<file path="src/rtl/core/tcpf_pkg.sv">
// tcpf_pkg: shared types, widths and codes of the three-class priority fifo
// depends on nothing; used by every module under rtl/core except tcpf_ram
package tcpf_pkg;

    // queue depths and payload size
    localparam int RX_DEPTH      = 16;
    localparam int ST_DEPTH      = 16;
    localparam int ER_DEPTH      = 16;
    localparam int PAYLOAD_BYTES = 8;

    // fixed field widths
    localparam int DATA_W  = 64;
    localparam int LEN_W   = 4;
    localparam int ENTRY_W = LEN_W + DATA_W;

    // pointer widths
    localparam int RX_AW = $clog2(RX_DEPTH);
    localparam int ST_AW = $clog2(ST_DEPTH);
    localparam int ER_AW = $clog2(ER_DEPTH);

    // command queue between front and back
    localparam int CQ_DEPTH = 2;
    localparam int CQ_AW    = $clog2(CQ_DEPTH);
    localparam int CQ_CW    = $clog2(CQ_DEPTH + 1);

    // result queue at the output
    localparam int RQ_DEPTH = 4;
    localparam int RQ_AW    = $clog2(RQ_DEPTH);
    localparam int RQ_CW    = $clog2(RQ_DEPTH + 1);

    // command bit
    localparam logic CMD_WRITE = 1'b0;
    localparam logic CMD_READ  = 1'b1;

    typedef enum logic [1:0] {
        Q_RX = 2'd0,
        Q_ST = 2'd1,
        Q_ER = 2'd2
    } t_qid;

    typedef enum logic [1:0] {
        ST_OK     = 2'd0,
        ST_FULL   = 2'd1,
        ST_EMPTY  = 2'd2,
        ST_BADSEL = 2'd3
    } t_status;

    typedef enum logic [1:0] {
        OP_WRITE  = 2'd0,
        OP_READ   = 2'd1,
        OP_BADSEL = 2'd2
    } t_op;

    typedef struct packed {
        t_op               op;
        t_qid              queue;
        logic [LEN_W-1:0]  len;
        logic [DATA_W-1:0] data;
    } t_cmd;

    typedef struct packed {
        logic [LEN_W-1:0]  len;
        logic [DATA_W-1:0] data;
    } t_entry;

    typedef struct packed {
        t_status           status;
        t_qid              queue;
        logic [LEN_W-1:0]  len;
        logic [DATA_W-1:0] data;
    } t_res;

    // length clipped to the payload size
    function automatic logic [LEN_W-1:0] sat_len(input logic [LEN_W-1:0] len);
        logic [LEN_W-1:0] lim;
        lim = LEN_W'(PAYLOAD_BYTES);
        sat_len = (len > lim) ? lim : len;
    endfunction

    // bytes at or above the length cleared
    function automatic logic [DATA_W-1:0] mask_bytes(input logic [DATA_W-1:0] data,
                                                     input logic [LEN_W-1:0]  len);
        logic [DATA_W-1:0] res;
        res = '0;
        for (int b = 0; b < DATA_W / 8; b++) begin
            if (LEN_W'(b) < len) begin
                res[b*8 +: 8] = data[b*8 +: 8];
            end
        end
        mask_bytes = res;
    endfunction

endpackage

</file>
<file path="src/rtl/core/tcpf_res_fifo.sv">
// tcpf_res_fifo: small queue of finished results towards the output ports
// depends on tcpf_pkg
module tcpf_res_fifo (
    input  logic                       i_clk,
    input  logic                       i_rst_n,
    input  logic                       i_push,
    input  tcpf_pkg::t_res             i_data,
    input  logic                       i_pop,
    output logic                       o_empty,
    output tcpf_pkg::t_res             o_data,
    output logic [tcpf_pkg::RQ_CW-1:0] o_count
);

    tcpf_pkg::t_res                 r_q [tcpf_pkg::RQ_DEPTH];
    logic [tcpf_pkg::RQ_AW-1:0]     r_wptr, n_wptr;
    logic [tcpf_pkg::RQ_AW-1:0]     r_rptr, n_rptr;
    logic [tcpf_pkg::RQ_CW-1:0]     r_count, n_count;
    logic                           take;

    assign o_empty = (r_count == '0);
    assign o_data  = r_q[r_rptr];
    assign o_count = r_count;
    assign take    = i_pop && !o_empty;

    always_comb begin
        n_wptr  = r_wptr;
        n_rptr  = r_rptr;
        n_count = r_count;
        if (i_push) begin
            n_wptr = (r_wptr == tcpf_pkg::RQ_AW'(tcpf_pkg::RQ_DEPTH - 1)) ? '0
                                                                        : r_wptr + 1'b1;
        end
        if (take) begin
            n_rptr = (r_rptr == tcpf_pkg::RQ_AW'(tcpf_pkg::RQ_DEPTH - 1)) ? '0
                                                                        : r_rptr + 1'b1;
        end
        if (i_push && !take) begin
            n_count = r_count + 1'b1;
        end else if (!i_push && take) begin
            n_count = r_count - 1'b1;
        end
    end

    always_ff @(posedge i_clk) begin
        if (!i_rst_n) begin
            r_wptr  <= '0;
            r_rptr  <= '0;
            r_count <= '0;
        end else begin
            r_wptr  <= n_wptr;
            r_rptr  <= n_rptr;
            r_count <= n_count;
        end
    end

    always_ff @(posedge i_clk) begin
        if (i_push) begin
            r_q[r_wptr] <= i_data;
        end
    end

endmodule

</file>
<file path="config.mk">
export PLATFORM = sky130hd
export DESIGN_NAME = tcpf_res_fifo
export DESIGN_NICKNAME = d
export VERILOG_FILES = /design/src/rtl/core/tcpf_pkg.sv /design/src/rtl/core/tcpf_res_fifo.sv
export SDC_FILE = /design/constraint.sdc
export NUM_CORES = 1
export LEC_CHECK = 0
export ABC_AREA = 1
export BUFFER_PORTS_ARGS = -buffer_cell sky130_fd_sc_hd__buf_2
export CAP_MARGIN = 20
export CORE_MARGIN = 1
export CORE_UTILIZATION = 35
export DETAILED_ROUTE_END_ITERATION = 10
export PLACE_DENSITY = 0.6
export SYNTH_ARGS = -nofsm -noshare
export SYNTH_HDL_FRONTEND = slang
export SYNTH_SLANG_ARGS = --single-unit
</file>
<file path="constraint.sdc">
create_clock -name i_clk -period 3.45 [get_ports i_clk]
set_input_delay 0.345 -clock i_clk [delete_from_list [all_inputs] [get_ports i_clk]]
set_output_delay 0.345 -clock i_clk [all_outputs]
set_load 0.005 [all_outputs]
</file>
==> results.yml <==
pwr:
  p_clk_share_pct: 32.2
  swShare_pct: 30.4
  combPwrFrac_pct: 25.0
  p_leak_nw: 4.79
  power.density_nw_per_um2: 723
  cellInternalPower_mw: 6.94
  ir_drop_uv: 403
  total_power_mw: 9.97
  pwr-share-seq_pct: 42.8
  switching_power_mw: 3.03
drt:
  drt-total-wl_um: 25400
  dr.pass1.iters: 4
  top_layer: "met5"
  routed_via_density: 4.82
  drc: 0
  drt_iter0_drc: 543
  wl_per_cell_um: 18.3
  met1_length_um: 11900
  met3_length_um: 1670
  postRouteAntennaNets: 0
  dr_wl_met2_um: 11300
  vias: 6685
setup_path:
  crit_fanout: 81
  cp.arrival_ps: 2490
  end_kind: "primary output"
  worstSetupStartpointType: "register"
  critPathKind: "reg -> out"
  reg2reg_to: "r_q[3][10]"
  r2r_setup_slack_ps: 1330
  r2r_cells: 4
  cp.required_ps: 3110
  worst_r2r_startpoint: "r_wptr[0]"
placed_design:
  io_buffers: 151
  dp_hpwl_um: 14000
  globalplace.congestion: 0.718
clocking:
  cts_resized: 0
  cts_buffer_depth: 3
  htree_levels: 2
  post-cts-setup-buffers: 0
  root_buffer: "clkbuf_16"
  cts_buffers: 34
  cts.sinks: 297
  cts.clk_slew.worst_paths_ps: 60
  clkLatencyLatePin_ps: 510
  cts_tree: "built"
  cts_hold_buf: 0
grt:
  antenna_found_initial: 6
  track_usage_pct: 15.0
  grt_pass1_vias: 6471
  grt_pass1_wl_um: 38200
  grt_max_degree: 82
  grt.overflow.total: 0
worst_hold_path:
  holdPathEnd: "r_q[1][23]"
  hp-class: "in -> reg"
  hold-path-cell-count: 1
  hold_start: "i_data[23]"
floorplanning:
  fp.dieH_um: 184
  coreArea_um2: 32500
  die_x_um: 184
  placement_rows: 66
  dieArea_um2: 33800
  start_util_pct: 35.6
  io_pins: 152
sta:
  slew_headroom_pct: 42.2
  post-route-min-period_ps: 2830
  worst_slew_pin_slew_ps: 868
  timing.fmax_mhz: 353
  setup_violations: 0
  finalCritPeriodShare_pct: 82.1
  fin_skew_ps: 9.54
  finalHoldViolCount: 0
  drv_slew: 0
  rsz0062_at_grt: "no"
  fin_tns_setup_ps: 0
synth:
  yosys-top-cells-count: "edfxtp_1, o21ai_0, nor2_1"
  ys_seq_elements: 297
  synth_edf_count: 288
  synth_cell_type_count: 26
  synth_nets: 843
  synth_most_common_cell: "edfxtp_1"
  synthArstFlopShare_pct: 0
  synth_ff_type: "edfxtp_1"
  synth.largest_area_cell: "edfxtp_1"
  avgSynthCellArea_um2: 15.2
  synth_area_leaders: "edfxtp_1, o21ai_0, o22ai_2"
  syn_inst: 760
  synthesis.area_um2: 11600
  yosys_warnings: 0
  synth_top_area_share_pct: 74.7
  ys_seq_area_share_pct: 76.3
final_layout:
  area_growth_syn_to_layout_pct: 19.1
  final_nets: 998
  drive_above_1_share_pct: 33.7
status:
  outcome: "finished clean"
flow_run:
  maxCapViolations: 0
[critical path: stages (launching register included)]
cell and delay (ps):
dfxtp_4 480, inv_6 580, buf_12 320, o21ai_0 140, o22ai_2 200, buf_2 150
[per-stage QoR]
| step | std cells | utilization (%) | hold WS [ps] | instance area, um^2 | setup WS, ps |
|---|---|---|---|---|---|
| 6_report | 1386 | 42.4 | 55.1 | 13800 | 616 |
| 5_1_grt | 1382 | 42.3 | 42.2 | 13800 | 450 |
| 4_1_cts | 1380 | 42.2 | 32.1 | 13700 | 556 |
| 3_5_place_dp | 1319 | 39.1 | 516 | 12700 | 1110 |
| 3_3_place_gp | 1319 | 39.1 | 509 | 12700 | 1160 |
| 2_1_floorplan | 760 | - | 444 | 11600 | 1040 |
[cells by family (layout without fill, tap and decap cells)]
| group | count (synthesis) | after routing | share of synthesized area, % |
|---|---|---|---|
| adder cells (fa/ha/maj) | 7 | 7 | 0.822 |
| AO/OA/AOI/OAI | 221 | 221 | 13.0 |
| XOR/XNOR | 1 | 1 | 0.0757 |
| AND/OR/NAND/NOR | 171 | 171 | 6.70 |
| other | 0 | 4 | 0 |
| flip-flops | 297 | 297 | 76.3 |
| buffers and inverters | 63 | 243 | 3.05 |
[layout by cell type, fill, tap and decap left out]
cell type,count
nand2_1,13
clkbuf_8,1
a21oi_1,3
buf_16,2
clkbuf_1,11
ha_1,6
dfxtp_4,1
xor2_1,1
fa_1,1
clkinv_2,8
o21ai_0,136
o22ai_1,22
buf_2,151
dfxtp_2,1
inv_1,11
nor3_1,1
nor2_2,50
nand3b_1,1
clkbuf_16,34
inv_4,1
buf_12,2
clkinv_1,6
dfxtp_1,7
nor2_1,104
diode_2,4
clkinv_8,1
edfxtp_1,288
o22ai_2,50
buf_4,10
o21ai_1,10
inv_6,3
clkinvlp_4,2
nand3_1,1
nand4_1,1
[how the worst max path moves through the flow]
stage,startpoint,end,depth (start not counted)
after floorplan,r_wptr[0],r_q[3][0],3
after global placement,register,o_data[67],5
after detailed placement,register,o_data[32],5
after global routing,register,o_data[67],5
final,register,o_data[38],5
after CTS,register,o_data[38],5
[layer usage]
layer  vias to the layer above  GRT usage, %
li1                       3172             -
met1                      3301          21.0
met2                       164          22.7
met3                        42          4.44
met4                         6          3.87
met5                         -             0
[state kept, by name, indices dropped and copies added (netlist names), named ones only]
register  count
r_q         288
o_count       3
r_rptr        2
r_wptr        2
[power by group through the flow]
| stage | clock network (mW) | registers, mW | logic (mW) |
|---|---|---|---|
| floorplan | 0 | 4.28 | 1.62 |
| global placement | 0 | 4.34 | 2.51 |
| detailed placement | 0 | 4.34 | 2.55 |
| CTS | 3.29 | 4.27 | 2.55 |
| global route | 3.44 | 4.28 | 2.78 |
| finish | 3.21 | 4.26 | 2.50 |
[layout make-up]
cell class                 instances  area [um^2]
multi-input combinational        400         2390
tap                              442          553
fill                            3021        18800
antenna                            4         10.0
sequential                       297         8830
timing repair buffer             165          926
inverter                          17         76.3
clock buffer                      46          906
clock inverter                    15         91.3
Power figures use the tool's default switching activity.
