--- config.mk ---
export PLATFORM = sky130hd
export DESIGN_NAME = tcpf_back
export DESIGN_NICKNAME = d
export VERILOG_FILES = /design/src/rtl/core/tcpf_pkg.sv /design/src/rtl/core/tcpf_ram.sv /design/src/rtl/core/tcpf_back.sv
export SDC_FILE = /design/constraint.sdc
export NUM_CORES = 2
export LEC_CHECK = 0
export CAP_MARGIN = 30
export CORE_MARGIN = 5
export CORE_UTILIZATION = 49
export DETAILED_ROUTE_END_ITERATION = 10
export DONT_BUFFER_PORTS = 1
export PLACE_DENSITY_LB_ADDON = 0.1
export REMOVE_ABC_BUFFERS = 1
export SETUP_SLACK_MARGIN = 0.4
export SYNTH_ARGS = -nofsm -noshare
export SYNTH_HDL_FRONTEND = slang
export SYNTH_SLANG_ARGS = --single-unit
--- constraint.sdc ---
create_clock -name i_clk -period 17.7 [get_ports i_clk]
set_input_delay 3.54 -clock i_clk [delete_from_list [all_inputs] [get_ports i_clk]]
set_output_delay 3.54 -clock i_clk [all_outputs]
set_load 0.03 [all_outputs]
--- src/rtl/core/tcpf_pkg.sv ---
// tcpf_pkg: shared types, widths and codes of the three-class priority fifo
// depends on nothing; used by every module under rtl/core except tcpf_ram
package tcpf_pkg;

    // queue depths and payload size
    localparam int RX_DEPTH      = 16;
    localparam int ST_DEPTH      = 16;
    localparam int ER_DEPTH      = 16;
    localparam int PAYLOAD_BYTES = 8;

    // fixed field widths
    localparam int DATA_W  = 64;
    localparam int LEN_W   = 4;
    localparam int ENTRY_W = LEN_W + DATA_W;

    // pointer widths
    localparam int RX_AW = $clog2(RX_DEPTH);
    localparam int ST_AW = $clog2(ST_DEPTH);
    localparam int ER_AW = $clog2(ER_DEPTH);

    // command queue between front and back
    localparam int CQ_DEPTH = 2;
    localparam int CQ_AW    = $clog2(CQ_DEPTH);
    localparam int CQ_CW    = $clog2(CQ_DEPTH + 1);

    // result queue at the output
    localparam int RQ_DEPTH = 4;
    localparam int RQ_AW    = $clog2(RQ_DEPTH);
    localparam int RQ_CW    = $clog2(RQ_DEPTH + 1);

    // command bit
    localparam logic CMD_WRITE = 1'b0;
    localparam logic CMD_READ  = 1'b1;

    typedef enum logic [1:0] {
        Q_RX = 2'd0,
        Q_ST = 2'd1,
        Q_ER = 2'd2
    } t_qid;

    typedef enum logic [1:0] {
        ST_OK     = 2'd0,
        ST_FULL   = 2'd1,
        ST_EMPTY  = 2'd2,
        ST_BADSEL = 2'd3
    } t_status;

    typedef enum logic [1:0] {
        OP_WRITE  = 2'd0,
        OP_READ   = 2'd1,
        OP_BADSEL = 2'd2
    } t_op;

    typedef struct packed {
        t_op               op;
        t_qid              queue;
        logic [LEN_W-1:0]  len;
        logic [DATA_W-1:0] data;
    } t_cmd;

    typedef struct packed {
        logic [LEN_W-1:0]  len;
        logic [DATA_W-1:0] data;
    } t_entry;

    typedef struct packed {
        t_status           status;
        t_qid              queue;
        logic [LEN_W-1:0]  len;
        logic [DATA_W-1:0] data;
    } t_res;

    // length clipped to the payload size
    function automatic logic [LEN_W-1:0] sat_len(input logic [LEN_W-1:0] len);
        logic [LEN_W-1:0] lim;
        lim = LEN_W'(PAYLOAD_BYTES);
        sat_len = (len > lim) ? lim : len;
    endfunction

    // bytes at or above the length cleared
    function automatic logic [DATA_W-1:0] mask_bytes(input logic [DATA_W-1:0] data,
                                                     input logic [LEN_W-1:0]  len);
        logic [DATA_W-1:0] res;
        res = '0;
        for (int b = 0; b < DATA_W / 8; b++) begin
            if (LEN_W'(b) < len) begin
                res[b*8 +: 8] = data[b*8 +: 8];
            end
        end
        mask_bytes = res;
    endfunction

endpackage

--- src/rtl/core/tcpf_ram.sv ---
// tcpf_ram: generic single-write, single-read memory with registered read data
// depends on nothing
module tcpf_ram #(
    parameter int DEPTH = 16,
    parameter int WIDTH = 8
) (
    input  logic                     i_clk,
    input  logic                     i_we,
    input  logic [$clog2(DEPTH)-1:0] i_waddr,
    input  logic [WIDTH-1:0]         i_wdata,
    input  logic                     i_re,
    input  logic [$clog2(DEPTH)-1:0] i_raddr,
    output logic [WIDTH-1:0]         o_rdata
);

    logic [WIDTH-1:0] r_mem [DEPTH];
    logic [WIDTH-1:0] r_rdata;

    always_ff @(posedge i_clk) begin
        if (i_we) begin
            r_mem[i_waddr] <= i_wdata;
        end
        if (i_re) begin
            r_rdata <= r_mem[i_raddr];
        end
    end

    assign o_rdata = r_rdata;

endmodule

--- src/rtl/core/tcpf_back.sv ---
// tcpf_back: the three ring queues, their pointers and strict-priority service
// depends on tcpf_pkg and tcpf_ram
module tcpf_back (
    input  logic           i_clk,
    input  logic           i_rst_n,
    input  logic           i_stream_en,
    input  logic           i_cmd_valid,
    input  tcpf_pkg::t_cmd i_cmd,
    output logic           o_cmd_take,
    input  logic           i_res_room,
    output logic           o_res_valid,
    output tcpf_pkg::t_res o_res
);

    logic                          exec;

    logic [tcpf_pkg::RX_AW-1:0]    r_rx_head, r_rx_tail, n_rx_head, n_rx_tail;
    logic [tcpf_pkg::ST_AW-1:0]    r_st_head, r_st_tail, n_st_head, n_st_tail;
    logic [tcpf_pkg::ER_AW-1:0]    r_er_head, r_er_tail, n_er_head, n_er_tail;
    logic [tcpf_pkg::RX_AW-1:0]    rx_tail_inc, rx_head_inc;
    logic [tcpf_pkg::ST_AW-1:0]    st_tail_inc, st_head_inc;
    logic [tcpf_pkg::ER_AW-1:0]    er_tail_inc, er_head_inc;
    logic                          rx_full, st_full, er_full;
    logic                          rx_ne, st_ne, er_ne;

    logic                          rx_we, st_we, er_we;
    logic                          rx_re, st_re, er_re;
    tcpf_pkg::t_entry              wentry;
    logic [tcpf_pkg::ENTRY_W-1:0]  rx_rdata, st_rdata, er_rdata;
    tcpf_pkg::t_entry              sel_entry;

    tcpf_pkg::t_status             n_status;
    tcpf_pkg::t_qid                n_queue;
    logic                          n_hit;

    logic                          r_res_valid;
    tcpf_pkg::t_status             r_res_status;
    tcpf_pkg::t_qid                r_res_queue;
    logic                          r_res_hit;

    assign exec       = i_cmd_valid && i_res_room;
    assign o_cmd_take = exec;

    assign rx_tail_inc = (r_rx_tail == tcpf_pkg::RX_AW'(tcpf_pkg::RX_DEPTH - 1)) ? '0
                                                                              : r_rx_tail + 1'b1;
    assign rx_head_inc = (r_rx_head == tcpf_pkg::RX_AW'(tcpf_pkg::RX_DEPTH - 1)) ? '0
                                                                              : r_rx_head + 1'b1;
    assign st_tail_inc = (r_st_tail == tcpf_pkg::ST_AW'(tcpf_pkg::ST_DEPTH - 1)) ? '0
                                                                              : r_st_tail + 1'b1;
    assign st_head_inc = (r_st_head == tcpf_pkg::ST_AW'(tcpf_pkg::ST_DEPTH - 1)) ? '0
                                                                              : r_st_head + 1'b1;
    assign er_tail_inc = (r_er_tail == tcpf_pkg::ER_AW'(tcpf_pkg::ER_DEPTH - 1)) ? '0
                                                                              : r_er_tail + 1'b1;
    assign er_head_inc = (r_er_head == tcpf_pkg::ER_AW'(tcpf_pkg::ER_DEPTH - 1)) ? '0
                                                                              : r_er_head + 1'b1;

    // one slot always left free
    assign rx_full = (rx_tail_inc == r_rx_head);
    assign st_full = (st_tail_inc == r_st_head);
    assign er_full = (er_tail_inc == r_er_head);

    // stream queue skipped while disabled
    assign rx_ne = (r_rx_head != r_rx_tail);
    assign st_ne = (r_st_head != r_st_tail) && i_stream_en;
    assign er_ne = (r_er_head != r_er_tail);

    assign wentry.len  = i_cmd.len;
    assign wentry.data = i_cmd.data;

    always_comb begin
        n_status  = tcpf_pkg::ST_OK;
        n_queue   = tcpf_pkg::Q_RX;
        n_hit     = 1'b0;
        rx_we     = 1'b0;
        st_we     = 1'b0;
        er_we     = 1'b0;
        rx_re     = 1'b0;
        st_re     = 1'b0;
        er_re     = 1'b0;
        n_rx_head = r_rx_head;
        n_rx_tail = r_rx_tail;
        n_st_head = r_st_head;
        n_st_tail = r_st_tail;
        n_er_head = r_er_head;
        n_er_tail = r_er_tail;
        case (i_cmd.op)
            tcpf_pkg::OP_WRITE: begin
                case (i_cmd.queue)
                    tcpf_pkg::Q_RX: begin
                        if (rx_full) begin
                            n_status = tcpf_pkg::ST_FULL;
                        end else begin
                            rx_we     = exec;
                            n_rx_tail = exec ? rx_tail_inc : r_rx_tail;
                        end
                    end
                    tcpf_pkg::Q_ST: begin
                        if (st_full) begin
                            n_status = tcpf_pkg::ST_FULL;
                        end else begin
                            st_we     = exec;
                            n_st_tail = exec ? st_tail_inc : r_st_tail;
                        end
                    end
                    tcpf_pkg::Q_ER: begin
                        if (er_full) begin
                            n_status = tcpf_pkg::ST_FULL;
                        end else begin
                            er_we     = exec;
                            n_er_tail = exec ? er_tail_inc : r_er_tail;
                        end
                    end
                    default: begin
                        n_status = tcpf_pkg::ST_BADSEL;
                    end
                endcase
            end
            tcpf_pkg::OP_READ: begin
                n_hit = 1'b1;
                if (rx_ne) begin
                    n_queue   = tcpf_pkg::Q_RX;
                    rx_re     = exec;
                    n_rx_head = exec ? rx_head_inc : r_rx_head;
                end else if (st_ne) begin
                    n_queue   = tcpf_pkg::Q_ST;
                    st_re     = exec;
                    n_st_head = exec ? st_head_inc : r_st_head;
                end else if (er_ne) begin
                    n_queue   = tcpf_pkg::Q_ER;
                    er_re     = exec;
                    n_er_head = exec ? er_head_inc : r_er_head;
                end else begin
                    n_status = tcpf_pkg::ST_EMPTY;
                    n_hit    = 1'b0;
                end
            end
            default: begin
                n_status = tcpf_pkg::ST_BADSEL;
            end
        endcase
    end

    always_ff @(posedge i_clk) begin
        if (!i_rst_n) begin
            r_rx_head   <= '0;
            r_rx_tail   <= '0;
            r_st_head   <= '0;
            r_st_tail   <= '0;
            r_er_head   <= '0;
            r_er_tail   <= '0;
            r_res_valid <= 1'b0;
        end else begin
            r_rx_head   <= n_rx_head;
            r_rx_tail   <= n_rx_tail;
            r_st_head   <= n_st_head;
            r_st_tail   <= n_st_tail;
            r_er_head   <= n_er_head;
            r_er_tail   <= n_er_tail;
            r_res_valid <= exec;
        end
    end

    always_ff @(posedge i_clk) begin
        if (exec) begin
            r_res_status <= n_status;
            r_res_queue  <= n_queue;
            r_res_hit    <= n_hit;
        end
    end

    tcpf_ram #(
        .DEPTH (tcpf_pkg::RX_DEPTH),
        .WIDTH (tcpf_pkg::ENTRY_W)
    ) u_rx_ram (
        .i_clk   (i_clk),
        .i_we    (rx_we),
        .i_waddr (r_rx_tail),
        .i_wdata (wentry),
        .i_re    (rx_re),
        .i_raddr (r_rx_head),
        .o_rdata (rx_rdata)
    );

    tcpf_ram #(
        .DEPTH (tcpf_pkg::ST_DEPTH),
        .WIDTH (tcpf_pkg::ENTRY_W)
    ) u_st_ram (
        .i_clk   (i_clk),
        .i_we    (st_we),
        .i_waddr (r_st_tail),
        .i_wdata (wentry),
        .i_re    (st_re),
        .i_raddr (r_st_head),
        .o_rdata (st_rdata)
    );

    tcpf_ram #(
        .DEPTH (tcpf_pkg::ER_DEPTH),
        .WIDTH (tcpf_pkg::ENTRY_W)
    ) u_er_ram (
        .i_clk   (i_clk),
        .i_we    (er_we),
        .i_waddr (r_er_tail),
        .i_wdata (wentry),
        .i_re    (er_re),
        .i_raddr (r_er_head),
        .o_rdata (er_rdata)
    );

    // pick the memory that served the read
    always_comb begin
        case (r_res_queue)
            tcpf_pkg::Q_RX: sel_entry = rx_rdata;
            tcpf_pkg::Q_ST: sel_entry = st_rdata;
            tcpf_pkg::Q_ER: sel_entry = er_rdata;
            default:        sel_entry = rx_rdata;
        endcase
    end

    assign o_res_valid  = r_res_valid;
    assign o_res.status = r_res_status;
    assign o_res.queue  = r_res_hit ? r_res_queue : tcpf_pkg::Q_RX;
    assign o_res.len    = r_res_hit ? sel_entry.len : '0;
    assign o_res.data   = r_res_hit ? sel_entry.data : '0;

    a_res_follows_exec: assert property (@(posedge i_clk) disable iff (!i_rst_n)
        exec |=> r_res_valid)
        else $error("result missing after executed command");

    a_no_res_without_exec: assert property (@(posedge i_clk) disable iff (!i_rst_n)
        !exec |=> !r_res_valid)
        else $error("result without executed command");

    a_rx_first: assert property (@(posedge i_clk) disable iff (!i_rst_n)
        (exec && i_cmd.op == tcpf_pkg::OP_READ && rx_ne) |=>
            (r_res_queue == tcpf_pkg::Q_RX && r_res_status == tcpf_pkg::ST_OK))
        else $error("read skipped a non-empty receive queue");

    a_badsel_no_write: assert property (@(posedge i_clk) disable iff (!i_rst_n)
        (exec && i_cmd.op == tcpf_pkg::OP_BADSEL) |=>
            ($stable(r_rx_tail) && $stable(r_st_tail) && $stable(r_er_tail)))
        else $error("bad select changed a queue");

endmodule

==> results.txt <==
Residual DRC - 0
# fillers - 19652
Initial antenna violation count - 29
Crit-path max FO - 33
Sequential cell area - 0.105 sq mm
DRT iter0 DRCs - 7632
Top_reg_cell synth - edfxtp_1
Critical Path, Cell by Cell - inv_1 -> ha_4 -> buf_4 -> buf_4 -> a22oi_1 -> o21ai_0 -> and2_1
Max Cap Viol - 0
Final setup skew - 0.0414 ns
Max frequency - 129 MHz
Detailed-route wire length per cell - 36.7 um
Critical path's top delay family - buffers and inverters
Tmin final - 7.77 ns
Vias in the first global route - 59905
I/O Pins - 151
Largest net degree at the start of global routing - 124
PortBufs - 0
Fin crit share - 43.9%
WL final - 344 mm
Top cells by area, synth - edfxtp_1 (79%), mux4_2 (17%), clkbuf_1 (0.46%)
Leakage Power - 44.0 nW
Gate Count Post-Synth - 5333
Worst skew pair latency - 0.92 ns
Die Ht - 530 um
Netlist Area Pre-Place - 0.132 sq mm
Total grt overflow - 0
FP Rows - 190
Syn-to-layout area delta - 12.2%
Synth Register Bits - 3498
Status - completed
Drt via density - 6.37
Final nets - 5607
Fraction of layout cells with a size suffix above 1 - 29.1%
Pwr/cell area - 112 mW/mm^2
Detail Placement HPWL - 193 mm
Netlist cell types - 54
First-pass GRT wire length - 482 mm
H-tree levels - 5
Slew margin rel. - 28.9%
# resized after CTS - 0
RSZ-0062 raised after global routing - no
Post-DP Area - 0.137 sq mm
Post-CTS Setup Inserts - 0
# hold bufs at CTS - 0
Slew Limit Fails - 0
Setup crit end kind - output pin
Buf/Inv on CP - 3
Slowest stage delay, CP - 0.61 ns
First drt pass iteration count - 7
Post-synth EDFFs - 3473
Syn Area/Cell - 24.8 sq um
Synth warn - 0
Area of the multi-input gates - 0.0265 sq mm
Fin area - 0.148 sq mm
Seq/Total Area, Yosys - 79.2%
Cell taking the most area after synthesis - edfxtp_1
Num CTS Buffers - 361
Setup violators final - 0
Initial Utilization - 49.3%
Crit path DAT - 4.23 ns
Clk buf depth - 4
Full die area - 0.280 sq mm
Post-DRT Antenna Nets - 0
DP Cell Count - 8699
Max VDD drop - 81.1 uV
Core area - 0.268 sq mm
Final cell count without fillers - 9372
DR vias - 59656
CTS clk-pin slew, worst paths - 0.06 ns
Kind of critical path - flip-flop to output pin
CTS sink cnt - 3498
CP required - 14.16 ns
Final Wtd Congestion - 0.771
Worst min path class - flip-flop to flip-flop
Asr flop ratio synth - 0%
Crit-path slowest cell - ha_4
Startpoint types - flip-flop
Post-route setup slack - 9.93 ns
Setup WS pre-CTS - 10.10 ns
Global Route Usage Sum - 24.6%
Die span in x - 530 um
Cell mode on critical path - buf_4
CTS Root Cell - clkbuf_16
Yosys top cell area share - 78.9%
CTS tree - built
Final hold vios - 0
Worst-margin pin slew - 1.06 ns
## path summary, 6_finish.rpt
check                                                  start                        endpoint  slack, ns  cells past startpoint
worst min-delay path               r_st_tail[1]$_SDFFE_PN0P_       r_st_tail[1]$_SDFFE_PN0P_       0.58                      2
worst max-delay path            r_res_queue[0]$_SDFFCE_PP0P_                        o_res[2]       9.93                      7
worst min register to register     r_st_tail[1]$_SDFFE_PN0P_       r_st_tail[1]$_SDFFE_PN0P_       0.58                      2
worst max register to register     r_st_head[0]$_SDFFE_PN0P_  u_st_ram.o_rdata[25]$_DFFE_PP_      12.85                      5
## layout make-up
class                           instances  area share [%]
Clock buffer                          457            6.41
Inverter                               17          0.0464
Clock inverter                        195            1.36
Multi-Input combinational cell       1534            17.8
Antenna cell                           18          0.0304
Sequential cell                      3498            70.7
Timing Repair Buffer                  101           0.641
Tap cell                             3552            3.00
## Yosys cell counts, drive strengths merged (20+ instances only)
master / number
edfxtp: 3473
mux4: 1020
clkbuf: 163
buf: 121
nand2: 91
and2: 80
o21ai: 75
a22oi: 68
and3: 43
dfxtp: 25
a21oi: 20
nor2: 20
## worst register-to-register path, cell delays in order (launching register included)
cell     delay (ns)
dfxtp_4        0.89
buf_12         0.60
buf_4          0.93
buf_4          0.86
mux4_2         0.63
mux4_2         0.64
## state kept, by name, indices dropped and copies added, names as in the netlist, 68 cells and up
name	flops
u_er_ram.o_rdata	68
u_er_ram.r_mem	1088
u_rx_ram.o_rdata	68
u_rx_ram.r_mem	1088
u_st_ram.o_rdata	68
u_st_ram.r_mem	1088
## report_power, final
group | total, mW | switching, mW | internal (mW)
logic | 0.0670 | 0.0480 | 0.0190
registers | 9.10 | 0.00268 | 9.10
clock network | 7.44 | 3.15 | 4.28
total | 16.6 | 3.21 | 13.4
## through the flow
step / utilization, % / TNS, ns / hold WS, ns / power (mW)
final: 55.3 / 0 / 0.580 / 16.6
after floorplan: - / -66.84 / 0.510 / 9.32
after global routing: 55.3 / 0 / 0.610 / 17.1
after detailed placement: 50.9 / 0 / 0.569 / 9.34
after global placement: 50.9 / 0 / 0.556 / 9.34
after CTS: 55.2 / 0 / 0.577 / 16.7
## cells by family (layout without fill, tap and decap cells)
| logic type | count (synthesis) | count (layout) | synth area share, % |
|---|---|---|---|
| adders and majority gates | 17 | 17 | 0.161 |
| AOI/OAI and AO/OA | 187 | 187 | 0.924 |
| and+or+nand+nor | 278 | 278 | 1.11 |
| xor gates and xnor gates | 22 | 22 | 0.171 |
| other | 0 | 18 | 0 |
| DFF | 3498 | 3498 | 79.2 |
| buffers and inverters | 301 | 770 | 0.959 |
| muxes | 1030 | 1030 | 17.4 |
## metal layers
metal	wire, um	share of wire [%]	global-route usage (%)
met5	0	0	0
met3	26400	7.7	4.05
met2	165000	48	38.8
met4	6590	1.9	5.00
met1	146000	42	37.0
## layout by cell type (no fill, tap or decap), drive strengths merged, types with 11 or more instances in the layout
| cell | n |
|---|---|
| a21oi | 20 |
| a22oi | 68 |
| and2 | 80 |
| and3 | 43 |
| buf | 101 |
| bufinv | 32 |
| clkbuf | 457 |
| clkinv | 148 |
| dfxtp | 25 |
| diode | 18 |
| edfxtp | 3473 |
| ha | 17 |
| inv | 25 |
| mux4 | 1020 |
| nand2 | 91 |
| nor2 | 20 |
| o21ai | 75 |
| xnor2 | 11 |
Power figures use the tool's default switching activity.
