$ cat src/rtl/core/tcpf_pkg.sv
// tcpf_pkg: shared types, widths and codes of the three-class priority fifo
// depends on nothing; used by every module under rtl/core except tcpf_ram
package tcpf_pkg;

    // queue depths and payload size
    localparam int RX_DEPTH      = 16;
    localparam int ST_DEPTH      = 16;
    localparam int ER_DEPTH      = 16;
    localparam int PAYLOAD_BYTES = 8;

    // fixed field widths
    localparam int DATA_W  = 64;
    localparam int LEN_W   = 4;
    localparam int ENTRY_W = LEN_W + DATA_W;

    // pointer widths
    localparam int RX_AW = $clog2(RX_DEPTH);
    localparam int ST_AW = $clog2(ST_DEPTH);
    localparam int ER_AW = $clog2(ER_DEPTH);

    // command queue between front and back
    localparam int CQ_DEPTH = 2;
    localparam int CQ_AW    = $clog2(CQ_DEPTH);
    localparam int CQ_CW    = $clog2(CQ_DEPTH + 1);

    // result queue at the output
    localparam int RQ_DEPTH = 4;
    localparam int RQ_AW    = $clog2(RQ_DEPTH);
    localparam int RQ_CW    = $clog2(RQ_DEPTH + 1);

    // command bit
    localparam logic CMD_WRITE = 1'b0;
    localparam logic CMD_READ  = 1'b1;

    typedef enum logic [1:0] {
        Q_RX = 2'd0,
        Q_ST = 2'd1,
        Q_ER = 2'd2
    } t_qid;

    typedef enum logic [1:0] {
        ST_OK     = 2'd0,
        ST_FULL   = 2'd1,
        ST_EMPTY  = 2'd2,
        ST_BADSEL = 2'd3
    } t_status;

    typedef enum logic [1:0] {
        OP_WRITE  = 2'd0,
        OP_READ   = 2'd1,
        OP_BADSEL = 2'd2
    } t_op;

    typedef struct packed {
        t_op               op;
        t_qid              queue;
        logic [LEN_W-1:0]  len;
        logic [DATA_W-1:0] data;
    } t_cmd;

    typedef struct packed {
        logic [LEN_W-1:0]  len;
        logic [DATA_W-1:0] data;
    } t_entry;

    typedef struct packed {
        t_status           status;
        t_qid              queue;
        logic [LEN_W-1:0]  len;
        logic [DATA_W-1:0] data;
    } t_res;

    // length clipped to the payload size
    function automatic logic [LEN_W-1:0] sat_len(input logic [LEN_W-1:0] len);
        logic [LEN_W-1:0] lim;
        lim = LEN_W'(PAYLOAD_BYTES);
        sat_len = (len > lim) ? lim : len;
    endfunction

    // bytes at or above the length cleared
    function automatic logic [DATA_W-1:0] mask_bytes(input logic [DATA_W-1:0] data,
                                                     input logic [LEN_W-1:0]  len);
        logic [DATA_W-1:0] res;
        res = '0;
        for (int b = 0; b < DATA_W / 8; b++) begin
            if (LEN_W'(b) < len) begin
                res[b*8 +: 8] = data[b*8 +: 8];
            end
        end
        mask_bytes = res;
    endfunction

endpackage

$ cat src/rtl/core/tcpf_front.sv
// tcpf_front: accepts commands, classifies them and holds them in a short queue
// depends on tcpf_pkg
module tcpf_front (
    input  logic                              i_clk,
    input  logic                              i_rst_n,
    input  logic                              i_push,
    output logic                              o_full,
    input  logic                              i_cmd,
    input  logic [1:0]                        i_queue_select,
    input  logic [tcpf_pkg::DATA_W-1:0]       i_payload_data,
    input  logic [tcpf_pkg::LEN_W-1:0]        i_payload_length,
    input  logic                              i_stream_en,
    output logic                              o_cmd_valid,
    output tcpf_pkg::t_cmd                    o_cmd,
    input  logic                              i_cmd_take
);

    tcpf_pkg::t_cmd                 cls;
    logic [tcpf_pkg::LEN_W-1:0]     len_sat;
    logic                           acc;

    tcpf_pkg::t_cmd                 r_q [tcpf_pkg::CQ_DEPTH];
    logic [tcpf_pkg::CQ_AW-1:0]     r_wptr;
    logic [tcpf_pkg::CQ_AW-1:0]     r_rptr;
    logic [tcpf_pkg::CQ_CW-1:0]     r_count;
    logic [tcpf_pkg::CQ_AW-1:0]     n_wptr;
    logic [tcpf_pkg::CQ_AW-1:0]     n_rptr;
    logic [tcpf_pkg::CQ_CW-1:0]     n_count;

    // classify the incoming command
    always_comb begin
        len_sat   = tcpf_pkg::sat_len(i_payload_length);
        cls.len   = len_sat;
        cls.data  = tcpf_pkg::mask_bytes(i_payload_data, len_sat);
        cls.queue = tcpf_pkg::Q_RX;
        cls.op    = tcpf_pkg::OP_BADSEL;
        if (i_cmd == tcpf_pkg::CMD_READ) begin
            cls.op = tcpf_pkg::OP_READ;
        end else begin
            case (i_queue_select)
                tcpf_pkg::Q_RX: begin
                    cls.op    = tcpf_pkg::OP_WRITE;
                    cls.queue = tcpf_pkg::Q_RX;
                end
                tcpf_pkg::Q_ST: begin
                    if (i_stream_en) begin
                        cls.op    = tcpf_pkg::OP_WRITE;
                        cls.queue = tcpf_pkg::Q_ST;
                    end
                end
                tcpf_pkg::Q_ER: begin
                    cls.op    = tcpf_pkg::OP_WRITE;
                    cls.queue = tcpf_pkg::Q_ER;
                end
                default: begin
                    cls.op = tcpf_pkg::OP_BADSEL;
                end
            endcase
        end
    end

    assign o_full      = (r_count == tcpf_pkg::CQ_CW'(tcpf_pkg::CQ_DEPTH));
    assign acc         = i_push && !o_full;
    assign o_cmd_valid = (r_count != '0);
    assign o_cmd       = r_q[r_rptr];

    always_comb begin
        n_wptr  = r_wptr;
        n_rptr  = r_rptr;
        n_count = r_count;
        if (acc) begin
            n_wptr = (r_wptr == tcpf_pkg::CQ_AW'(tcpf_pkg::CQ_DEPTH - 1)) ? '0
                                                                        : r_wptr + 1'b1;
        end
        if (i_cmd_take) begin
            n_rptr = (r_rptr == tcpf_pkg::CQ_AW'(tcpf_pkg::CQ_DEPTH - 1)) ? '0
                                                                        : r_rptr + 1'b1;
        end
        if (acc && !i_cmd_take) begin
            n_count = r_count + 1'b1;
        end else if (!acc && i_cmd_take) begin
            n_count = r_count - 1'b1;
        end
    end

    always_ff @(posedge i_clk) begin
        if (!i_rst_n) begin
            r_wptr  <= '0;
            r_rptr  <= '0;
            r_count <= '0;
        end else begin
            r_wptr  <= n_wptr;
            r_rptr  <= n_rptr;
            r_count <= n_count;
        end
    end

    always_ff @(posedge i_clk) begin
        if (acc) begin
            r_q[r_wptr] <= cls;
        end
    end

endmodule

$ cat config.mk
export PLATFORM = sky130hd
export DESIGN_NAME = tcpf_front
export DESIGN_NICKNAME = d
export VERILOG_FILES = /design/src/rtl/core/tcpf_pkg.sv /design/src/rtl/core/tcpf_front.sv
export SDC_FILE = /design/constraint.sdc
export NUM_CORES = 1
export LEC_CHECK = 0
export ABC_AREA = 0
export BUFFER_PORTS_ARGS = -buffer_cell sky130_fd_sc_hd__buf_2
export CAP_MARGIN = 20
export CORE_MARGIN = 2
export CORE_UTILIZATION = 40
export CTS_CLUSTER_SIZE = 20
export DETAILED_ROUTE_END_ITERATION = 10
export PLACE_DENSITY_LB_ADDON = 0.25
export SLEW_MARGIN = 20
export SYNTH_ARGS = -nofsm -noshare
export SYNTH_HDL_FRONTEND = slang
export SYNTH_SLANG_ARGS = --single-unit
export TNS_END_PERCENT = 20
$ cat constraint.sdc
create_clock -name i_clk -period 7.1 [get_ports i_clk]
set_input_delay 1.065 -clock i_clk [delete_from_list [all_inputs] [get_ports i_clk]]
set_output_delay 1.065 -clock i_clk [all_outputs]
set_load 0.005 [all_outputs]
==> impl_results.rst, run 1 <==
.. list-table::
   :header-rows: 1

   * - Metric
     - Value
   * - Outcome
     - finished clean
   * - Internal Power
     - between 1.5 and 2 mW
   * - Final cell count without fillers
     - ~690
   * - Number of nets still failing antenna checks after routing
     - 0
   * - Post-Route Setup TNS
     - 0 ns
   * - Number of nets at the end of the flow
     - about 570
   * - Number of top-level pins
     - 150
   * - Fin. max-slew vios
     - 0
   * - Top library cells by usage in the layout, fill and taps aside
     - sky130_fd_sc_hd__buf_2 (149), sky130_fd_sc_hd__edfxtp_1 (144), sky130_fd_sc_hd__mux2_2 (72), sky130_fd_sc_hd__nor2b_1 (60), sky130_fd_sc_hd__clkbuf_16 (17)
   * - Share of Yosys cell area claimed by the top area cell type
     - about 73%
   * - Number of remaining DRC errors
     - 0
   * - Placer's final routability congestion estimate
     - ~0.7
   * - Remaining global-route overflow
     - 0
   * - Path type of the worst min-delay path
     - reg -> reg
   * - Netlist Area Pre-Place
     - 5960 um2
   * - Net switching power
     - slightly below 0.5 mW
   * - Cell taking the most area after synthesis
     - sky130_fd_sc_hd__edfxtp_1
   * - Number of antenna violations at the first check in global routing
     - 0
   * - Maximum clock skew at final layout
     - 0.00946 ns
   * - Placeable core region
     - 14500 um2
   * - Number of antenna cells inserted
     - 0
   * - Flip-flop and latch area
     - between 4000 and 5000 um2
   * - Synthesized area per cell
     - approximately 18 um2
   * - Final worst slack
     - between 4 and 5 ns
   * - GRT Total Usage
     - about 14%
   * - Layout filler cell count
     - approximately 1.2k
   * - Crit. End Element
     - output port
   * - Worst reg2reg endpoint
     - r_q[1][62]
   * - Number of vias per cell after detailed routing
     - around 4.8
   * - Die width
     - between 100 and 150 um
   * - Clk pwr share
     - between 30 and 40%
   * - Critical path arrival
     - 2.01 ns
   * - Critical path destination
     - o_cmd[8]
   * - Global-route wire length before repair
     - 17.4 mm
   * - Setup repair after global routing missed its margin
     - no
   * - Maximum ir drop on the vdd rail
     - between 100 and 150 uV
   * - Total leakage power
     - around 2.9 nW
   * - Vias in the first global route
     - 3498
   * - Core occupancy in the finished layout
     - between 50% and 60%
   * - Quantity of hold-fixing buffers added after cts
     - 0
   * - Part of the total power dissipated in sequential elements
     - slightly below 50%
   * - Mapped Nets
     - around 410
   * - Ratio of final minimum period to clock period
     - a little over two fifths
   * - Post-synthesis sequential area ratio
     - about three quarters
   * - Startpoint of the most critical register-to-register path
     - r_count[0]
   * - Final setup violation count
     - 0
   * - Maximum frequency from static timing analysis
     - 325 MHz
   * - Yosys synthesis warning count
     - 0
   * - Worst R2R Path Depth
     - 2
   * - Power density cells
     - 305 nW/um2
   * - Sum of routed wire length over all layers
     - roughly 11 mm
   * - Maximum clock path buffer count
     - 2
   * - Die area
     - between 15000 and 20000 um2
   * - Clock buffers created by TritonCTS
     - 17
   * - Required time worst endpoint
     - 6.03 ns
   * - Critical path type
     - reg -> out
   * - Synthesized flop and latch total
     - between 100 and 150
   * - Count of maximum capacitance violations
     - 0
   * - Sinks on the clock net
     - 149
   * - Post-CTS repair timing setup buffer count
     - 0
   * - Synth area leaders
     - sky130_fd_sc_hd__edfxtp_1 (73%), sky130_fd_sc_hd__mux2_2 (14%), sky130_fd_sc_hd__nor2b_1 (6.3%)
   * - Iter 0 DRT Violations
     - 157
   * - Area growth from synthesis to final layout
     - 25.9%
   * - Hold Vio Cnt, Final
     - 0
   * - Worst Min Path Start
     - r_count[1]
   * - Clock root buffer
     - sky130_fd_sc_hd__clkbuf_16
   * - Clock latency at the later pin of the worst-skew pair
     - roughly 0.42 ns
   * - Area of the multi-input gates
     - 1470 um2
   * - Smallest hold slack
     - roughly 0.52 ns
   * - Number of resized instances in the post-cts repair step
     - 0
   * - Logic pwr share
     - about an eighth
   * - Total half-perimeter wirelength after legalization and detailed placement
     - 7.01 mm
   * - Initial core utilization
     - slightly above 40%
   * - Cell count after placement
     - ~660
   * - Worst reg2reg setup slack
     - roughly 5.2 ns
   * - Routed wire per std cell
     - about 16 um
   * - Total via count after detailed routing
     - ~3.3k
   * - Most frequent standard cell in the layout excluding fill and tap cells
     - sky130_fd_sc_hd__buf_2
   * - PortBufs
     - ~150
   * - Worst slew pin tran
     - between 1 and 1.5 ns
   * - Crit path max fanout
     - 72
   * - TritonCTS clock tree
     - built
   * - Final Critical Period
     - slightly above 3 ns
   * - Synth Instances
     - around 330
   * - Clock slew at the register clock pins of the worst setup and hold paths
     - roughly 0.05 ns
   * - Yosys cell types
     - 28
   * - Die Y
     - 126 um
   * - H-tree depth
     - 4
   * - Launching element type of the critical path
     - flop
   * - Share of layout cells above drive strength 1
     - between 50 and 60%
   * - Pin count of the biggest net entering global routing
     - 73
   * - Sw frac
     - between 20% and 30%
   * - Rows
     - 44
   * - Headroom to the max-slew limit
     - between 30% and 40%
   * - Worst setup slack before clock tree synthesis
     - between 4 and 5 ns
   * - Number of detailed-routing iterations run before antenna repair
     - 4
==> cell type report <==
cell class	instances	share of cell area (%)
clock buffer	18	5.72
clock inverter	13	2.19
inverter	3	0.150
multi-input combinational	168	19.7
sequential	149	59.1
tap	184	3.07
timing repair buffer	151	10.1
==> how the worst min path moves through the flow <==
stage	cells past startpoint	slack, ns	end
after floorplan	2	0.47	r_count[1]
after global placement	2	0.48	r_count[1]
after detailed placement	2	0.52	r_count[1]
after CTS	2	0.54	r_count[1]
after global routing	2	0.56	r_count[1]
final	2	0.52	r_count[1]
==> per-layer routing <==
layer	part of all wire, %	vias to the layer above	GRT usage, %
met5	0	-	0
met4	1.6	0	6.40
met3	5.7	16	4.55
met2	49	102	23.2
met1	44	1605	18.2
li1	-	1560	-
==> cells in the mapped netlist (all sizes together) <==
master / number
edfxtp: 144
mux2: 72
nor2b: 60
and2: 11
buf: 10
dfxtp: 5
inv: 3
nor2: 3
a21boi: 2
clkbuf: 2
nor3: 2
nor3b: 2
o21a: 2
xor2: 2
a211oi: 1
a21oi: 1
a31oi: 1
and3: 1
and3b: 1
ha: 1
nand2b: 1
nor4: 1
o21ai: 1
or2: 1
or3: 1
xnor2: 1
==> flip-flops by register name (all words and copies together), names as in the netlist, named ones only <==
signal   flops
r_q        144
r_count      2
r_rptr       1
r_wptr       1
==> stage by stage <==
step	power (mW)	instance area (um2)
global placement	1.41	6900
finish	2.29	7500
CTS	2.32	7500
floorplan	1.28	5960
detailed placement	1.42	6900
global route	2.39	7500
==> kinds of logic (layout without fill, tap and decap cells) <==
family / Yosys count / after routing / synth area share [%]
and+or+nand+nor: 84 / 84 / 9.20
buffers and inverters: 15 / 185 / 1.16
DFF: 149 / 149 / 74.3
AOI/OAI and AO/OA: 8 / 8 / 1.09
adders and majority gates: 1 / 1 / 0.210
muxes: 72 / 72 / 13.6
xor gates and xnor gates: 3 / 3 / 0.441
==> power groups by stage <==
stage	combinational [mW]	clock, mW	sequential [mW]
final	0.278	0.899	1.11
after global routing	0.308	0.958	1.12
after CTS	0.286	0.920	1.11
after detailed placement	0.283	0	1.13
after global placement	0.281	0	1.13
after floorplan	0.171	0	1.11
==> critical path, cell delays in order, from the launching register on <==
cell                      delay [ns]
sky130_fd_sc_hd__dfxtp_4        1.00
sky130_fd_sc_hd__mux2_2         0.42
sky130_fd_sc_hd__buf_2          0.14
(Power assumes the default switching activity.)
==> run 2: changes to the inputs <==
clock period = 3 ns   (was 7.1 ns; I/O delays follow)
==> impl_results.rst, run 2 (synthesis results as in run 1) <==
.. list-table::
   :header-rows: 1

   * - Metric
     - Value
   * - Outcome
     - finished clean
   * - Flip-flop count of the largest register, all copies and words added
     - 144 (unchanged)
   * - Pin count of the biggest net entering global routing
     - 73 (unchanged)
   * - Path type of the worst min-delay path
     - in -> reg
   * - Total half-perimeter wirelength after legalization and detailed placement
     - 7.48 mm (+6.7%)
   * - Required time worst endpoint
     - 2.55 ns (-3.48 ns)
   * - Number of resized instances in the post-cts repair step
     - 0 (unchanged)
   * - Cell count after placement
     - 656 (+0.15%)
   * - Count of cells along the worst hold path
     - 1 (-1)
   * - Final cell count without fillers
     - 688 (+0.29%)
   * - Number of vias per cell after detailed routing
     - 4.78 (-0.14%)
   * - Die width
     - 126 um (unchanged)
   * - Maximum clock path buffer count
     - 2 (unchanged)
   * - Total leakage power
     - 2.87 nW (+0.52%)
   * - PortBufs
     - 149 (unchanged)
   * - H-tree depth
     - 4 (unchanged)
   * - Sum of routed wire length over all layers
     - 11.6 mm (+3.3%)
   * - Crit path max fanout
     - 37 (-49%)
   * - Final Critical Period
     - 2.40 ns
   * - Maximum cell stage delay along the critical path
     - 0.66 ns (-0.34 ns)
   * - Critical path arrival
     - 1.95 ns (-0.06 ns)
   * - Number of detailed-routing iterations run before antenna repair
     - 4 (unchanged)
   * - Clock latency at the later pin of the worst-skew pair
     - 0.41 ns (about the same)
   * - Maximum frequency from static timing analysis
     - between 400 and 500 MHz
   * - Top reg by flops
     - r_q
   * - Cell area after placement
     - 6950 um2 (+0.65%)
   * - Remaining global-route overflow
     - 0 (unchanged)
   * - Share of layout cells above drive strength 1
     - 51.0% (-0.40 points)
   * - Vias in the first global route
     - 3646 (+4.2%)
   * - Iter 0 DRT Violations
     - 277 (+76%)
   * - Final setup violation count
     - 0 (unchanged)
   * - Clock buffers created by TritonCTS
     - 17 (unchanged)
   * - Ratio of final minimum period to clock period
     - approximately 80%
   * - Part of the total power dissipated in sequential elements
     - 47.1% (-1.5 points)
   * - Critical-path top delay cell
     - sky130_fd_sc_hd__dfxtp_4
   * - Placeable core region
     - 14500 um2 (unchanged)
   * - Number of nets at the end of the flow
     - 568 (+0.18%)
   * - Worst slew pin tran
     - 0.679 ns (-0.356 ns)
   * - Post-CTS repair timing setup buffer count
     - 0 (unchanged)
   * - Headroom to the max-slew limit
     - 54.8% (+24 points)
   * - Layout filler cell count
     - 1273 (+2.4%)
   * - Rows
     - 44 (unchanged)
   * - Clk pwr share
     - 40.4% (+1.1 points)
   * - Number of top-level pins
     - 150 (unchanged)
   * - GRT Total Usage
     - 15.5% (+1.0 points)
   * - Number of antenna violations at the first check in global routing
     - 0 (unchanged)
   * - Launching element type of the critical path
     - flop
   * - Net switching power
     - 1.20 mW (+140%)
   * - Quantity of hold-fixing buffers added after cts
     - 0 (unchanged)
   * - Total chip power
     - 5.55 mW (+140%)
   * - Flip-flop and latch area
     - 4430 um2 (unchanged)
   * - Area of the multi-input gates
     - 1470 um2 (unchanged)
   * - Crit-path cells
     - buf_12, mux2_2, buf_2
   * - Post-Route Setup TNS
     - 0 ns (unchanged)
   * - Die Y
     - 126 um (unchanged)
   * - Sw frac
     - 21.6% (about the same)
   * - Cell depth of the worst setup path
     - 3 (+1)
   * - Most frequent standard cell in the layout excluding fill and tap cells
     - sky130_fd_sc_hd__buf_2
   * - Crit. End Element
     - output port
   * - Die area
     - 15900 um2 (unchanged)
   * - Top flop regs
     - r_q: 144 flops, r_count: 2 flops
   * - Count of buffering cells on the critical path with inverters included
     - 2 (+1)
   * - Worst R2R Path Depth
     - 3 (+1)
   * - Count of maximum capacitance violations
     - 0 (unchanged)
   * - Smallest hold slack
     - 0.282 ns (-0.242 ns)
   * - Logic pwr share
     - 12.5% (+0.4 points)
   * - Worst setup slack before clock tree synthesis
     - 1.01 ns (-3.40 ns)
   * - Area growth from synthesis to final layout
     - 27.1%
   * - Clock slew at the register clock pins of the worst setup and hold paths
     - 0.06 ns (about the same)
   * - Setup repair after global routing missed its margin
     - no
   * - CP delay by family, top
     - flip-flops
   * - Total via count after detailed routing
     - 3288 (+0.15%)
   * - Number of remaining DRC errors
     - 0 (unchanged)
   * - Final Instance Area
     - 7570 um2 (+0.97%)
   * - Top library cells by usage in the layout, fill and taps aside
     - sky130_fd_sc_hd__buf_2 (149), sky130_fd_sc_hd__edfxtp_1 (144), sky130_fd_sc_hd__mux2_2 (72), sky130_fd_sc_hd__nor2b_1 (60), sky130_fd_sc_hd__clkbuf_16 (17)
   * - Routed wire per std cell
     - 16.8 um (+3.0%)
   * - Critical path type
     - reg -> out
   * - Final worst slack
     - 0.597 ns (-3.42 ns)
   * - Global-route wire length before repair
     - 18.7 mm (+7.2%)
   * - Hold Vio Cnt, Final
     - 0 (unchanged)
   * - Initial core utilization
     - 41.0% (unchanged)
   * - Maximum ir drop on the vdd rail
     - 337 uV (+130%)
   * - Number of nets still failing antenna checks after routing
     - 0 (unchanged)
   * - Placer's final routability congestion estimate
     - 0.692 (+0.38%)
   * - Number of antenna cells inserted
     - 0 (unchanged)
   * - Power density cells
     - 733 nW/um2 (+140%)
   * - Clock root buffer
     - sky130_fd_sc_hd__clkbuf_16
   * - Fin. max-slew vios
     - 0 (unchanged)
   * - TritonCTS clock tree
     - built
   * - Maximum clock skew at final layout
     - 0.00933 ns (-0.000133 ns)
   * - Core occupancy in the finished layout
     - 52.1% (+0.50 points)
   * - Internal Power
     - 4.35 mW (+140%)
   * - Sinks on the clock net
     - 149 (unchanged)
==> run 2: changes by cell type in the layout (fill, tap and decap cells not counted) <==
cell                         change
sky130_fd_sc_hd__clkinv_1        +1
sky130_fd_sc_hd__bufinv_16       +1
sky130_fd_sc_hd__clkinv_2        -4
sky130_fd_sc_hd__clkinvlp_4      +2
sky130_fd_sc_hd__clkinv_4        -1
sky130_fd_sc_hd__clkbuf_1        +2
sky130_fd_sc_hd__buf_12          +3
sky130_fd_sc_hd__buf_4           -2
==> run 2: area by class of cell <==
type	count	area share, %
Inverter	3	0.149
Clock buffer	20	5.77
Multi-Input combinational cell	168	19.5
Tap cell	184	3.04
Clock inverter	12	2.43
Sequential cell	149	58.5
Timing Repair Buffer	152	10.6
==> run 2: path summary, 6_finish.rpt <==
kind	from	end	slack [ns]
worst max register to register	r_count[0]	r_q[1][36]	1.23
worst max-delay path	flop	o_cmd[43]	0.60
worst min-delay path	i_cmd	r_q[0][70]	0.28
worst min register to register	r_count[1]	r_count[1]	0.51
==> run 2: worst reg2reg max path, cell delays in order (launching register included) <==
cell                       delay, ns
sky130_fd_sc_hd__dfxtp_1        0.38
sky130_fd_sc_hd__nand2b_1       0.17
sky130_fd_sc_hd__and3_4         0.54
sky130_fd_sc_hd__buf_12         0.34
==> run 2: power by group through the flow <==
stage | logic, mW | clock network [mW] | registers (mW)
6_report | 0.695 | 2.24 | 2.61
5_1_grt | 0.771 | 2.37 | 2.64
2_1_floorplan | 0.408 | 0 | 2.63
4_1_cts | 0.715 | 2.29 | 2.62
3_3_place_gp | 0.698 | 0 | 2.65
3_5_place_dp | 0.711 | 0 | 2.66
==> run 2: metal layers <==
layer / global-route usage (%) / wire length, um / vias to the layer above
met5: 0 / 0 / -
met4: 5.82 / 162 / 0
met3: 5.01 / 648 / 13
met2: 25.2 / 5680 / 102
met1: 19.5 / 5060 / 1609
li1: - / - / 1564
==> run 3: changes to the inputs <==
clock period = 2.2 ns   (was 3 ns; I/O delays follow)
==> impl_results.rst, run 3 (synthesis results as in run 1) <==
.. list-table::
   :header-rows: 1

   * - Metric
     - Value
   * - Net switching power
     - 1.68 mW (+40%)
   * - H-tree depth
     - 4 (unchanged)
   * - Pin count of the biggest net entering global routing
     - 51 (-30%)
   * - Critical path arrival
     - 1.70 ns (-0.25 ns)
   * - Post-CTS repair timing setup buffer count
     - 0 (unchanged)
   * - Top library cells by usage in the layout, fill and taps aside
     - sky130_fd_sc_hd__buf_2 (149), sky130_fd_sc_hd__edfxtp_1 (144), sky130_fd_sc_hd__mux2_2 (72), sky130_fd_sc_hd__nor2b_1 (60), sky130_fd_sc_hd__clkbuf_16 (17)
   * - Die Y
     - 126 um (unchanged)
   * - Number of nets still failing antenna checks after routing
     - 0 (unchanged)
   * - Maximum frequency from static timing analysis
     - about 500 MHz
   * - Number of remaining DRC errors
     - 0 (unchanged)
   * - Area of the multi-input gates
     - 1480 um2 (+0.51%)
   * - Number of vias per cell after detailed routing
     - 4.80 (+0.49%)
   * - Layout filler cell count
     - 1246 (-2.1%)
   * - Total half-perimeter wirelength after legalization and detailed placement
     - 7.80 mm (+4.3%)
   * - Flip-flop and latch area
     - 4430 um2 (about the same)
   * - Iter 0 DRT Violations
     - 163 (-41%)
   * - Rows
     - 44 (unchanged)
   * - Quantity of hold-fixing buffers added after cts
     - 0 (unchanged)
   * - Sw frac
     - 22.0% (+0.40 points)
   * - Smallest hold slack
     - 0.154 ns (-0.128 ns)
   * - Internal Power
     - 5.97 mW (+37%)
   * - Crit. End Element
     - output port
   * - Share of layout cells above drive strength 1
     - 53.5% (+2.5 points)
   * - Outcome
     - finished clean
   * - Number of antenna cells inserted
     - 0 (unchanged)
   * - Global routing met1 resource utilization
     - 19.4% (-0.080 points)
   * - Clock buffers created by TritonCTS
     - 17 (unchanged)
   * - PortBufs
     - 149 (unchanged)
   * - Sum of routed wire length over all layers
     - 11.8 mm (+2.4%)
   * - Placeable core region
     - 14500 um2 (unchanged)
   * - Core occupancy in the finished layout
     - 52.7% (+0.59 points)
   * - Power density cells
     - 1000 nW/um2 (+36%)
   * - Flip-flop count of the largest register, all copies and words added
     - 144 (unchanged)
   * - Setup repair after global routing missed its margin
     - no
   * - Final setup violation count
     - 0 (unchanged)
   * - Final Critical Period
     - 2.03 ns
   * - Headroom to the max-slew limit
     - 59.1% (+4.4 points)
   * - Worst Min Path Start
     - i_cmd
   * - Fin. max-slew vios
     - 0 (unchanged)
   * - Number of nets at the end of the flow
     - 574 (+1.1%)
   * - Required time worst endpoint
     - 1.87 ns (-0.68 ns)
   * - GRT Total Usage
     - 15.3% (-0.21 points)
   * - Crit path max fanout
     - 40 (+8.1%)
   * - Startpoint of the most critical register-to-register path
     - r_count[0]
   * - Maximum clock path buffer count
     - 2 (unchanged)
   * - Launching element type of the critical path
     - flop
   * - Maximum clock skew at final layout
     - 0.00620 ns (-0.00312 ns)
   * - Worst slew pin tran
     - 0.609 ns (-0.0699 ns)
   * - Total leakage power
     - 2.92 nW (+2.0%)
   * - Sinks on the clock net
     - 149 (unchanged)
   * - Clock root buffer
     - sky130_fd_sc_hd__clkbuf_16
   * - Critical path type
     - reg -> out
   * - Part of the total power dissipated in sequential elements
     - 46.4% (-0.7 points)
   * - Die area
     - 15900 um2 (unchanged)
   * - Logic pwr share
     - 13.0% (+0.5 points)
   * - Ratio of final minimum period to clock period
     - roughly 92%
   * - Most heavily used metal layer in global routing
     - met2
   * - TritonCTS clock tree
     - built
   * - Area growth from synthesis to final layout
     - 28.6%
   * - Vias in the first global route
     - 3576 (-1.9%)
   * - Maximum ir drop on the vdd rail
     - 476 uV (+41%)
   * - Number of top-level pins
     - 150 (unchanged)
   * - Initial core utilization
     - 41.0% (unchanged)
   * - Clk pwr share
     - 40.6% (+0.2 points)
   * - Number of detailed-routing iterations run before antenna repair
     - 4 (unchanged)
   * - Clock latency at the later pin of the worst-skew pair
     - 0.41 ns (about the same)
   * - Routed wire per std cell
     - 17.0 um (+1.5%)
   * - Met2 global-route usage
     - 24.6% (-0.57 points)
   * - Placer's final routability congestion estimate
     - 0.688 (-0.66%)
   * - Remaining global-route overflow
     - 0 (unchanged)
   * - Hold Vio Cnt, Final
     - 0 (unchanged)
   * - Top reg by flops
     - r_q
   * - Top flop regs
     - r_q: 144 flops, r_count: 2 flops
   * - Met3 usage in global routing
     - 5.06% (+0.042 points)
   * - Most frequent standard cell in the layout excluding fill and tap cells
     - sky130_fd_sc_hd__buf_2
   * - Total via count after detailed routing
     - 3333 (+1.4%)
   * - Clock slew at the register clock pins of the worst setup and hold paths
     - 0.06 ns (about the same)
   * - Path type of the worst min-delay path
     - in -> reg
   * - Global-route wire length before repair
     - 18.3 mm (-2.2%)
   * - Count of maximum capacitance violations
     - 0 (unchanged)
   * - Die width
     - 126 um (unchanged)
   * - Number of antenna violations at the first check in global routing
     - 1 (+1)
   * - Number of resized instances in the post-cts repair step
     - 0 (unchanged)
## run 3: metal layers
metal	up-vias	part of all wire, %
li1	1583	-
met1	1623	45
met2	107	47
met3	18	5.8
met4	2	1.5
met5	-	0.12
## run 3: worst max-delay path, stage by stage, from the launching register on
cell                      delay (ns)
sky130_fd_sc_hd__dfxtp_4        0.48
sky130_fd_sc_hd__buf_12         0.28
sky130_fd_sc_hd__mux2_2         0.37
sky130_fd_sc_hd__buf_2          0.13
## run 3: area by class of cell
cell class,instances,area share (%)
Clock buffer,18,5.61
Clock inverter,14,2.73
Inverter,3,0.180
Multi-Input combinational cell,168,19.3
Sequential cell,149,57.9
Tap cell,184,3.01
Timing Repair Buffer,158,11.3
## run 3: final timing paths
kind	to	slack, ns	depth (start not counted)
setup / recovery	o_cmd[47]	0.17	3
hold / removal	r_q[0][70]	0.15	1
setup reg to reg	r_q[1][42]	0.67	3
hold reg to reg	r_count[1]	0.56	2
## run 3: power by group through the flow
stage / clock [mW] / sequential, mW / combinational (mW)
after global placement: 0 / 3.60 / 1.00
after floorplan: 0 / 3.59 / 0.565
after CTS: 3.17 / 3.55 / 1.02
after detailed placement: 0 / 3.61 / 1.02
final: 3.11 / 3.55 / 0.997
after global routing: 3.30 / 3.58 / 1.10
## run 3: stage by stage
step	cells	power (mW)	area [um2]	setup TNS, ns	setup WS, ns
after floorplan	332	4.15	5970	-70.38	-0.511
after global placement	662	4.60	7020	0	0.571
after detailed placement	662	4.63	7020	0	0.567
after CTS	694	7.75	7660	0	0.107
after global routing	694	7.98	7660	0	0.0678
final	694	7.66	7660	0	0.167
